File: config.mk
export PLATFORM = sky130hd
export DESIGN_NAME = base64_stream_codec_unit
export DESIGN_NICKNAME = d
export VERILOG_FILES = /design/src/rtl/b64sc_pkg.sv /design/src/rtl/b64sc_core.sv /design/src/rtl/b64sc_serializer.sv /design/src/rtl/base64_stream_codec_unit.sv
export SDC_FILE = /design/constraint.sdc
export NUM_CORES = 1
export LEC_CHECK = 0
export ABC_AREA = 1
export ABC_CLOCK_PERIOD_IN_PS = 3800
export BUFFER_PORTS_ARGS = -buffer_cell sky130_fd_sc_hd__buf_2
export CAP_MARGIN = 0
export CORE_MARGIN = 1
export CORE_UTILIZATION = 30
export CTS_BUF_LIST = sky130_fd_sc_hd__clkbuf_4 sky130_fd_sc_hd__clkbuf_8 sky130_fd_sc_hd__clkbuf_16
export DETAILED_ROUTE_END_ITERATION = 10
export PLACE_DENSITY_LB_ADDON = 0.2
export SYNTH_ARGS = -nofsm -noshare
export SYNTH_HDL_FRONTEND = slang
export SYNTH_SLANG_ARGS = --single-unit
File: constraint.sdc
create_clock -name clk -period 3.8 [get_ports clk]
set_input_delay 0.38 -clock clk [delete_from_list [all_inputs] [get_ports clk]]
set_output_delay 0.38 -clock clk [all_outputs]
set_load 0.05 [all_outputs]
File: src/rtl/b64sc_pkg.sv
// Shared types and helper functions for the base64 stream codec.
// Holds the alphabet mapping in both directions and the result-group struct.
// No dependencies.
package b64sc_pkg;

    // Direction register codes
    localparam logic DIR_ENCODE = 1'b0;
    localparam logic DIR_DECODE = 1'b1;

    // Padding character
    localparam logic [7:0] PAD_CHAR = 8'h3D;

    // Up to four result bytes produced by one input item
    typedef struct packed {
        logic            load;      // group holds at least one result
        logic [1:0]      last_idx;  // index of the final byte in the group
        logic [3:0][7:0] bytes;     // bytes[0] goes out first
    } res_group_t;

    // Sextet value to alphabet character
    function automatic logic [7:0] enc_char(input logic [5:0] v);
        logic [7:0] c;
        logic [7:0] v8;
        v8 = {2'b00, v};
        if (v < 6'd26)
            c = 8'h41 + v8;
        else if (v < 6'd52)
            c = 8'h61 + v8 - 8'd26;
        else if (v < 6'd62)
            c = 8'h30 + v8 - 8'd52;
        else if (v == 6'd62)
            c = 8'h2B;
        else
            c = 8'h2F;
        return c;
    endfunction

    // Alphabet character to {invalid, sextet}
    function automatic logic [6:0] dec_char(input logic [7:0] c);
        logic [7:0] d;
        logic [6:0] r;
        d = 8'd0;
        r = 7'b1000000;
        case (c) inside
            [8'h41:8'h5A]:
            begin
                d = c - 8'h41;
                r = {1'b0, d[5:0]};
            end
            [8'h61:8'h7A]:
            begin
                d = c - 8'h61 + 8'd26;
                r = {1'b0, d[5:0]};
            end
            [8'h30:8'h39]:
            begin
                d = c - 8'h30 + 8'd52;
                r = {1'b0, d[5:0]};
            end
            8'h2B: r = {1'b0, 6'd62};
            8'h2F: r = {1'b0, 6'd63};
            default: r = 7'b1000000;
        endcase
        return r;
    endfunction

endpackage

File: src/rtl/b64sc_core.sv
// Input register, group state and the single-pass encode/decode logic.
// Turns one registered input item into a group of up to four result bytes.
// Depends on b64sc_pkg.
module b64sc_core
    import b64sc_pkg::*;
(
    input  logic       clk,
    input  logic       rst_n,
    input  logic       cfg_wr_en,
    input  logic       cfg_wr_data,
    input  logic       in_valid,
    output logic       in_ready,
    input  logic [7:0] in_data,
    input  logic       in_has,
    input  logic       in_last,
    input  logic       buf_free,
    output res_group_t res
);

    logic        dir_reg;
    logic        in_valid_reg, in_valid_next;
    logic [7:0]  data_reg;
    logic        has_reg;
    logic        last_reg;
    logic [17:0] gbits_reg, gbits_next;
    logic [1:0]  gcount_reg, gcount_next;
    logic        stopped_reg, stopped_next;

    logic        consume;
    logic        accept;
    logic [2:0]  n_res;
    logic [3:0][7:0] bytes;
    logic [17:0] nb;
    logic [6:0]  dec;

    assign consume  = in_valid_reg & buf_free;
    assign in_ready = ~in_valid_reg | buf_free;
    assign accept   = in_valid & in_ready;

    // Input register occupancy
    always_comb
    begin
        in_valid_next = in_valid_reg;
        if (accept)
            in_valid_next = 1'b1;
        else if (consume)
            in_valid_next = 1'b0;
    end

    // Encode/decode of the held item
    always_comb
    begin
        gbits_next   = gbits_reg;
        gcount_next  = gcount_reg;
        stopped_next = stopped_reg;
        n_res        = 3'd0;
        bytes        = '0;
        nb           = '0;
        dec          = dec_char(data_reg);
        if (dir_reg == DIR_ENCODE)
        begin
            if (has_reg)
            begin
                nb = {2'b00, gbits_reg[7:0], data_reg};
                if (gcount_reg == 2'd2)
                begin
                    bytes[0]    = enc_char(gbits_reg[15:10]);
                    bytes[1]    = enc_char({gbits_reg[9:8], gbits_reg[7:4]});
                    bytes[2]    = enc_char({gbits_reg[3:0], data_reg[7:6]});
                    bytes[3]    = enc_char(data_reg[5:0]);
                    n_res       = 3'd4;
                    gbits_next  = '0;
                    gcount_next = 2'd0;
                end
                else
                begin
                    gbits_next  = nb;
                    gcount_next = gcount_reg + 2'd1;
                end
            end
            // Flush leftovers with padding
            if (last_reg)
            begin
                if (gcount_next == 2'd1)
                begin
                    bytes[0] = enc_char(gbits_next[7:2]);
                    bytes[1] = enc_char({gbits_next[1:0], 4'b0000});
                    bytes[2] = PAD_CHAR;
                    bytes[3] = PAD_CHAR;
                    n_res    = 3'd4;
                end
                else if (gcount_next == 2'd2)
                begin
                    bytes[0] = enc_char(gbits_next[15:10]);
                    bytes[1] = enc_char(gbits_next[9:4]);
                    bytes[2] = enc_char({gbits_next[3:0], 2'b00});
                    bytes[3] = PAD_CHAR;
                    n_res    = 3'd4;
                end
                gbits_next   = '0;
                gcount_next  = 2'd0;
                stopped_next = 1'b0;
            end
        end
        else
        begin
            if (has_reg && !stopped_reg)
            begin
                if (dec[6])
                    stopped_next = 1'b1;
                else
                begin
                    nb = {gbits_reg[11:0], dec[5:0]};
                    if (gcount_reg == 2'd3)
                    begin
                        bytes[0]    = gbits_reg[17:10];
                        bytes[1]    = {gbits_reg[9:2]};
                        bytes[2]    = {gbits_reg[1:0], dec[5:0]};
                        n_res       = 3'd3;
                        gbits_next  = '0;
                        gcount_next = 2'd0;
                    end
                    else
                    begin
                        gbits_next  = nb;
                        gcount_next = gcount_reg + 2'd1;
                    end
                end
            end
            // Flush: n leftover characters give n-1 bytes
            if (last_reg)
            begin
                if (gcount_next == 2'd2)
                begin
                    bytes[0] = gbits_next[11:4];
                    n_res    = 3'd1;
                end
                else if (gcount_next == 2'd3)
                begin
                    bytes[0] = gbits_next[17:10];
                    bytes[1] = gbits_next[9:2];
                    n_res    = 3'd2;
                end
                gbits_next   = '0;
                gcount_next  = 2'd0;
                stopped_next = 1'b0;
            end
        end
    end

    // Result group handed to the serializer
    always_comb
    begin
        res.load     = consume & (n_res != 3'd0);
        res.last_idx = 2'(n_res - 3'd1);
        res.bytes    = bytes;
    end

    // Control and group state
    always_ff @(posedge clk or negedge rst_n)
    begin
        if (!rst_n)
        begin
            dir_reg      <= DIR_ENCODE;
            in_valid_reg <= 1'b0;
            gbits_reg    <= '0;
            gcount_reg   <= 2'd0;
            stopped_reg  <= 1'b0;
        end
        else
        begin
            in_valid_reg <= in_valid_next;
            if (cfg_wr_en)
            begin
                dir_reg     <= cfg_wr_data;
                gbits_reg   <= '0;
                gcount_reg  <= 2'd0;
                stopped_reg <= 1'b0;
            end
            else if (consume)
            begin
                gbits_reg   <= gbits_next;
                gcount_reg  <= gcount_next;
                stopped_reg <= stopped_next;
            end
        end
    end

    // Input payload
    always_ff @(posedge clk)
    begin
        if (accept)
        begin
            data_reg <= in_data;
            has_reg  <= in_has;
            last_reg <= in_last;
        end
    end

endmodule

File: src/rtl/b64sc_serializer.sv
// Result register: holds one group of up to four bytes and sends them one per
// transfer, marking the final byte. Depends on b64sc_pkg.
module b64sc_serializer
    import b64sc_pkg::*;
(
    input  logic       clk,
    input  logic       rst_n,
    input  res_group_t res,
    output logic       buf_free,
    output logic       out_valid,
    input  logic       out_ready,
    output logic [7:0] out_data,
    output logic       out_last
);

    logic            valid_reg, valid_next;
    logic [1:0]      idx_reg, idx_next;
    logic [1:0]      last_idx_reg;
    logic [3:0][7:0] bytes_reg;
    logic            fire;

    assign out_valid = valid_reg;
    assign out_data  = bytes_reg[idx_reg];
    assign out_last  = (idx_reg == last_idx_reg);
    assign fire      = valid_reg & out_ready;
    assign buf_free  = ~valid_reg | (fire & out_last);

    // Byte pointer and occupancy
    always_comb
    begin
        valid_next = valid_reg;
        idx_next   = idx_reg;
        if (res.load)
        begin
            valid_next = 1'b1;
            idx_next   = 2'd0;
        end
        else if (fire)
        begin
            if (out_last)
                valid_next = 1'b0;
            else
                idx_next = idx_reg + 2'd1;
        end
    end

    always_ff @(posedge clk or negedge rst_n)
    begin
        if (!rst_n)
        begin
            valid_reg <= 1'b0;
            idx_reg   <= 2'd0;
        end
        else
        begin
            valid_reg <= valid_next;
            idx_reg   <= idx_next;
        end
    end

    // Group payload
    always_ff @(posedge clk)
    begin
        if (res.load)
        begin
            bytes_reg    <= res.bytes;
            last_idx_reg <= res.last_idx;
        end
    end

endmodule

File: src/rtl/base64_stream_codec_unit.sv
// Top level of the base64 stream codec: input stage with codec logic and the
// output serializer. Depends on b64sc_pkg, b64sc_core and b64sc_serializer.
//
// Base64 codec over the standard alphabet with '=' padding. cfg_wr_data
// selects encoding (0) or decoding (1); a write also clears any partial group
// and is meant for idle periods only. Each input transfer carries one byte in
// s_tdata, a has-byte flag in s_tuser and the end-of-message mark in s_tlast.
// The item is taken into an input register, handled in one pass, and its
// results (none, one to three decoded bytes, or four characters) are loaded
// into a result register that drives one byte per output transfer, with
// m_tlast on the last byte of each item. Every held item, with or without
// results, is processed only when the result register is empty or its last
// byte is being taken, so an item with results holds off the next item until
// its last result byte is taken. On a ready sink encoding gives four
// characters per group, with the output idle while the next group's first
// two bytes are taken in, and decoding gives three bytes per group, with
// the output idle while the next group's characters come in one per cycle.
module base64_stream_codec_unit
    import b64sc_pkg::*;
(
    input  logic       clk,
    input  logic       rst_n,
    input  logic       cfg_wr_en,
    input  logic       cfg_wr_data,
    input  logic       s_tvalid,
    output logic       s_tready,
    input  logic [7:0] s_tdata,   // [7:0] data_byte
    input  logic [0:0] s_tuser,   // [0] has_byte
    input  logic       s_tlast,   // msg_end
    output logic       m_tvalid,
    input  logic       m_tready,
    output logic [7:0] m_tdata,   // [7:0] out_byte
    output logic       m_tlast    // run_last
);

    res_group_t res;
    logic       buf_free;

    b64sc_core u_core (
        .clk        (clk),
        .rst_n      (rst_n),
        .cfg_wr_en  (cfg_wr_en),
        .cfg_wr_data(cfg_wr_data),
        .in_valid   (s_tvalid),
        .in_ready   (s_tready),
        .in_data    (s_tdata),
        .in_has     (s_tuser[0]),
        .in_last    (s_tlast),
        .buf_free   (buf_free),
        .res        (res)
    );

    b64sc_serializer u_ser (
        .clk      (clk),
        .rst_n    (rst_n),
        .res      (res),
        .buf_free (buf_free),
        .out_valid(m_tvalid),
        .out_ready(m_tready),
        .out_data (m_tdata),
        .out_last (m_tlast)
    );

endmodule
## After elaboration in Yosys (flattened, before gate mapping)

Cells that the tools add are included.

| word-level totals | value |
|---|---|
| bits in registers | 70 |
| input bits | 16 |
| output and inout port bits | 11 |
| word-level logic and storage cells | 255 |

| operators by class | value |
|---|---|
| add/subtract/negate cells | 53 |
| $lt $le $gt $ge | 34 |
| equality and inequality tests | 19 |
| multiplexer cells | 104 |
| bitwise operators | 9 |
| reductions and logical operators | 19 |

Operator list:

| operator | count |
|---|---|
| $mux 8 | 30 |
| $mux 18 | 10 |
| $mux 32 | 5 |
| $add 7x6->8 const A | 18 |
| $lt 6x6->1 const B | 18 |
| $mux 24 | 4 |
| $sub 8x5->8 const B | 9 |
| $sub 8x6->8 const B | 9 |
| $add 6x6->7 const A | 9 |
| $lt 6x5->1 const B | 9 |
| $mux 3 | 18 |
| $mux 16 | 3 |
| $eq 6x6->1 const B | 7 |
| $mux 7 | 5 |
| $mux 2 | 16 |
| $bmux 8 s2 | 1 |
| $eq 8x6->1 const B | 2 |
| $ge 8x7->1 const B | 2 |
| $le 8x7->1 const B | 2 |
| $mux 1 | 12 |
| $reduce_bool 3->1 | 4 |
| $sub 6x6->6 const B | 2 |
| $eq 2x2->1 const B | 5 |
| $ge 8x6->1 const B | 1 |
| 21 further kinds | 37 |

## Depth between registers and ports, before layout

| depth | value |
|---|---|
| depth in word-level cells | 18 |
| gate-level depth with buffers | 21 |
| depth with buffers taken out | 19 |

## Modules after synthesis

Synthesis repeated with hierarchy kept, for this count alone.

| second synthesis, totals | value |
|---|---|
| cell total of the unflattened synthesis | 1131 |
| area, all modules | 7674.9 sq um |

By module, submodules not included:

| module | instances | cells each | area an instance (sq um) | seq. area each (sq um) |
|---|---|---|---|---|
| b64sc_core | 1 | 1023 | 6200.9 | 875.8 |
| b64sc_serializer | 1 | 108 | 1473.9 | 1096.1 |

## Worst setup path after synthesis

OpenSTA, ideal clock, no wires.

| timing path | value |
|---|---|
| path type | reg2reg |
| start | register u_core.data_reg[3] |
| end | register u_ser.bytes_reg[0] (netlist name), enable pin |
| setup time | 406 ps |
| data arrival time | 3337 ps |
| required time | 3394 ps |
| setup slack | 58 ps |
| cell stages (with the launch flop) | 18 |
| path buffers | 1 |
| clock period less this slack | 3742 ps |
| path through | edfxtp_1 clkinv_1 ha_1 nand3_1 nand2_1 nand2_1 nand2_4 nand3_4 nand2_4 inv_2 nand2_4 nor2_4 inv_2 buf_6 nand2_1 o21ai_0 ha_1 a21oi_2 |

RTL lines:

| item | line | source |
|---|---|---|
| from (decl) | b64sc_core.sv:22 | `logic [7:0] data_reg;` |
| from (signal assigned) | b64sc_core.sv:194 | `data_reg <= in_data;` |
| to (signal assigned) | b64sc_serializer.sv:66 | `bytes_reg <= res.bytes;` |
| to (decl) | b64sc_serializer.sv:19 | `logic [3:0][7:0] bytes_reg;` |

==> flow_summary.json <==
{
  "clockRootBuffer": "clkbuf_16",
  "placedInstanceArea_um2": 9350,
  "cp_slowest_cell": "edfxtp_1",
  "leakage_nw": 4.38,
  "first_pass_iters": 6,
  "yosys.area_share.simple_pct": 30.9,
  "area_delta_synth_final_pct": 14.6,
  "peakVddDrop_uv": 241,
  "hp-class": "primary input to async pin",
  "die_y_um": 170,
  "die-width_um": 170,
  "ys_ff_latch": 70,
  "synth.avg_cell_area_um2": 6.53,
  "max_stage_delay_ps": 490,
  "clk_latency_ps": 350,
  "crit_top_cell": "nand2_1",
  "finalHoldViolations": 0,
  "clock_skew_ps": 7.22,
  "grt_first_pass_wirelength_um": 50100,
  "grt_pass1_vias": 8509,
  "antenna_left": 0,
  "synth_compound_gate_area_share_pct": 21.7,
  "initial_core_util_pct": 30.4,
  "final_core_util_pct": 34.9,
  "grtUsageTotal_pct": 22.9,
  "final_cell_mix": "nand2_1 (327), o21ai_0 (146), inv_1 (136)",
  "antenna_found_initial": 0,
  "crit_family": "simple AND/OR/NAND/NOR gates",
  "num_vias": 9244,
  "crit_type": "flop to flop",
  "synthXorXnorAreaFrac_pct": 2.90,
  "hold_ws_ps": 87.4,
  "synth_edf_count": 44,
  "layout_commonest_cell": "nand2_1",
  "synth_area_um2": 8460,
  "avgRoutedWirePerCell_um": 18.8,
  "drive_above_1_share_pct": 12.3,
  "async_flop_share_pct": 37.1,
  "finalPower_mw": 4.56,
  "place.gp.congestion": 0.945,
  "cts_max_level": 3,
  "vias_per_cell": 5.29,
  "yosys.area.top_type": "edfxtp_1",
  "p_per_area_nw_per_um2": 470,
  "place.detailed.instances": 1727,
  "dpl.hpwl_um": 25800,
  "synth_cell_type_count": 48,
  "synthMuxAreaShare_pct": 0,
  "synth_area_leaders": "edfxtp_1 (16%), nand2_1 (15%), ha_1 (12%)",
  "worstSetupEndpointType": "flop",
  "clock_path_buffers": 2,
  "cp.required_ps": 3860,
  "cts_tree": "done",
  "worst_setup_path_start_kind": "flop",
  "drc": 0,
  "drv_cap": 0,
  "slew_headroom_pct": 48.5,
  "synth_top_family_by_area": "simple AND/OR/NAND/NOR gates",
  "fin_cells": 1747,
  "outcome": "finished, final reports clean",
  "rows": 61,
  "synth_warnings": 0,
  "path_clk_slew_ps": 70,
  "cp_cell_sequence": "inv_2, ha_1, inv_1, nand2_1, nand3_1, nand2_1, nand2_1, nand2_4, nand3_4, nand2_8, inv_2, nand2_4, nor2_4, inv_2, nand2_1, o21ai_1, ha_1, a21oi_4, clkbuf_16",
  "synth_top_area_share_pct": 15.6,
  "synth_ff_type": "edfxtp_1",
  "cts-buffers-inserted": 9,
  "finalWorstSetupSlack_ps": 232,
  "postLayoutCellArea_um2": 9690,
  "max_freq_ghz": 0.280,
  "core_region_area_um2": 27800,
  "place_ws_ps": 116,
  "ioPinCount": 27,
  "seq_area_frac_synth_pct": 23.3,
  "nFillCells": 3125,
  "layout_worst_path_cycle_share_pct": 93.9,
  "setup_viol": 0,
  "fin_setup_tns_ps": 0,
  "grt_start_max_net_pins": 40,
  "drt_iter0_drc": 1002,
  "synthAdderAreaFrac_pct": 11.8,
  "synth_cells": 1295,
  "insertedDiodeCount": 0,
  "largest_register_ffs": 32,
  "io_buffer_count": 26,
  "fin_crit_ps": 3570,
  "grt_setup_unrepaired": "no",
  "worst-slew-pin-transition_ps": 773,
  "timing.final.max_slew_violations": 0,
  "syn-num-nets": 1391,
  "die_area_um2": 28900,
  "cp_max_fo": 20,
  "nets": 1460,
  "cp.arrival_ps": 3630,
  "gr-total-overflow": 0,
  "cts.sinks": 70,
  "finalWirelength_um": 32800,
  "path_buf_inv": 5
}
synth_stat cells, types with 3 or more instances:
cell        n
o221ai_1    3
buf_2      10
nor2_1     96
inv_2      14
o22ai_2     3
nand3_1   107
inv_1     136
or2_2       4
nand4_1    10
xor2_1     19
nand3b_1    3
o31ai_1     4
a21oi_1    81
buf_6       4
o211ai_1   21
clkinv_1    7
nor2_2      3
o21ai_0   147
ha_1       80
nor2_4      3
nor3_1     16
edfxtp_1   44
nand2_2    14
xnor2_1     9
o21ai_1    15
nand2_1   327
clkbuf_1   15
o22ai_1    22
dfrtp_1    26
o21ai_2     3
a31oi_1    19
nand2_4     8
layer usage:
metal	track usage, %	share of wire [%]
met1	32.6	47
met2	34.9	43
met3	3.23	6.4
met4	8.26	2.9
met5	0	0
timing repair:
item | CTS | global route
gates resized for setup | 0 | 2
buffers inserted | 0 | 3
setup endpoints to repair | 0 | 37
hold buffers | 0 | 0
where the power goes:
group,leakage (nW),internal [mW],switching (mW)
clock,0.139,0.457,0.380
sequential,0.756,0.951,0.125
combinational,3.48,0.772,1.87
total,4.38,2.18,2.38
area by class of cell:
type	instances	area, µm²	area share, %
multi-input combinational	1032	5700	58.9
sequential	70	1970	20.3
timing repair buffer	91	648	6.69
inverter	160	606	6.25
tap	378	473	4.88
clock buffer	9	225	2.32
clock inverter	7	62.6	0.646
cells by family (layout without fill, tap and decap cells):
| logic type | count (synthesis) | in the layout |
|---|---|---|
| AO/OA/AOI/OAI | 328 | 328 |
| XOR/XNOR | 28 | 28 |
| adder cells (fa/ha/maj) | 80 | 80 |
| buffers and inverters | 193 | 267 |
| flip-flops | 70 | 70 |
| AND/OR/NAND/NOR | 596 | 596 |
worst paths after layout:
check / to / from / slack (ps) / depth (start not counted)
setup / recovery: u_ser.bytes_reg[24]$_SDFFCE_PP0P_ / u_core.data_reg[0]$_DFFE_PP_ / 230 / 19
hold / removal: u_ser.idx_reg[0]$_DFFE_PN0P_ / rst_n / 90 / 1
setup reg to reg: u_ser.bytes_reg[24]$_SDFFCE_PP0P_ / u_core.data_reg[0]$_DFFE_PP_ / 230 / 19
hold reg to reg: u_core.in_valid_reg$_DFFE_PN0P_ / u_core.in_valid_reg$_DFFE_PN0P_ / 520 / 2
max in group asynchronous: u_core.gbits_reg[7]$_DFFE_PN0P_ / rst_n / 3200 / 1
min in group clk: u_core.data_reg[4]$_DFFE_PP_ / s_tdata[4] / 200 / 1
worst register-to-register path, stage by stage (launching register included):
cell and delay, ps:
edfxtp_1 490, inv_2 120, ha_1 240, inv_1 120
nand2_1 100, nand3_1 110, nand2_1 60, nand2_1 130
nand2_4 110, nand3_4 170, nand2_8 160, inv_2 140
nand2_4 80, nor2_4 160, inv_2 130, nand2_1 80
o21ai_1 130, ha_1 270, a21oi_4 250, clkbuf_16 240
Note: power is estimated with default switching activity, not from simulation.
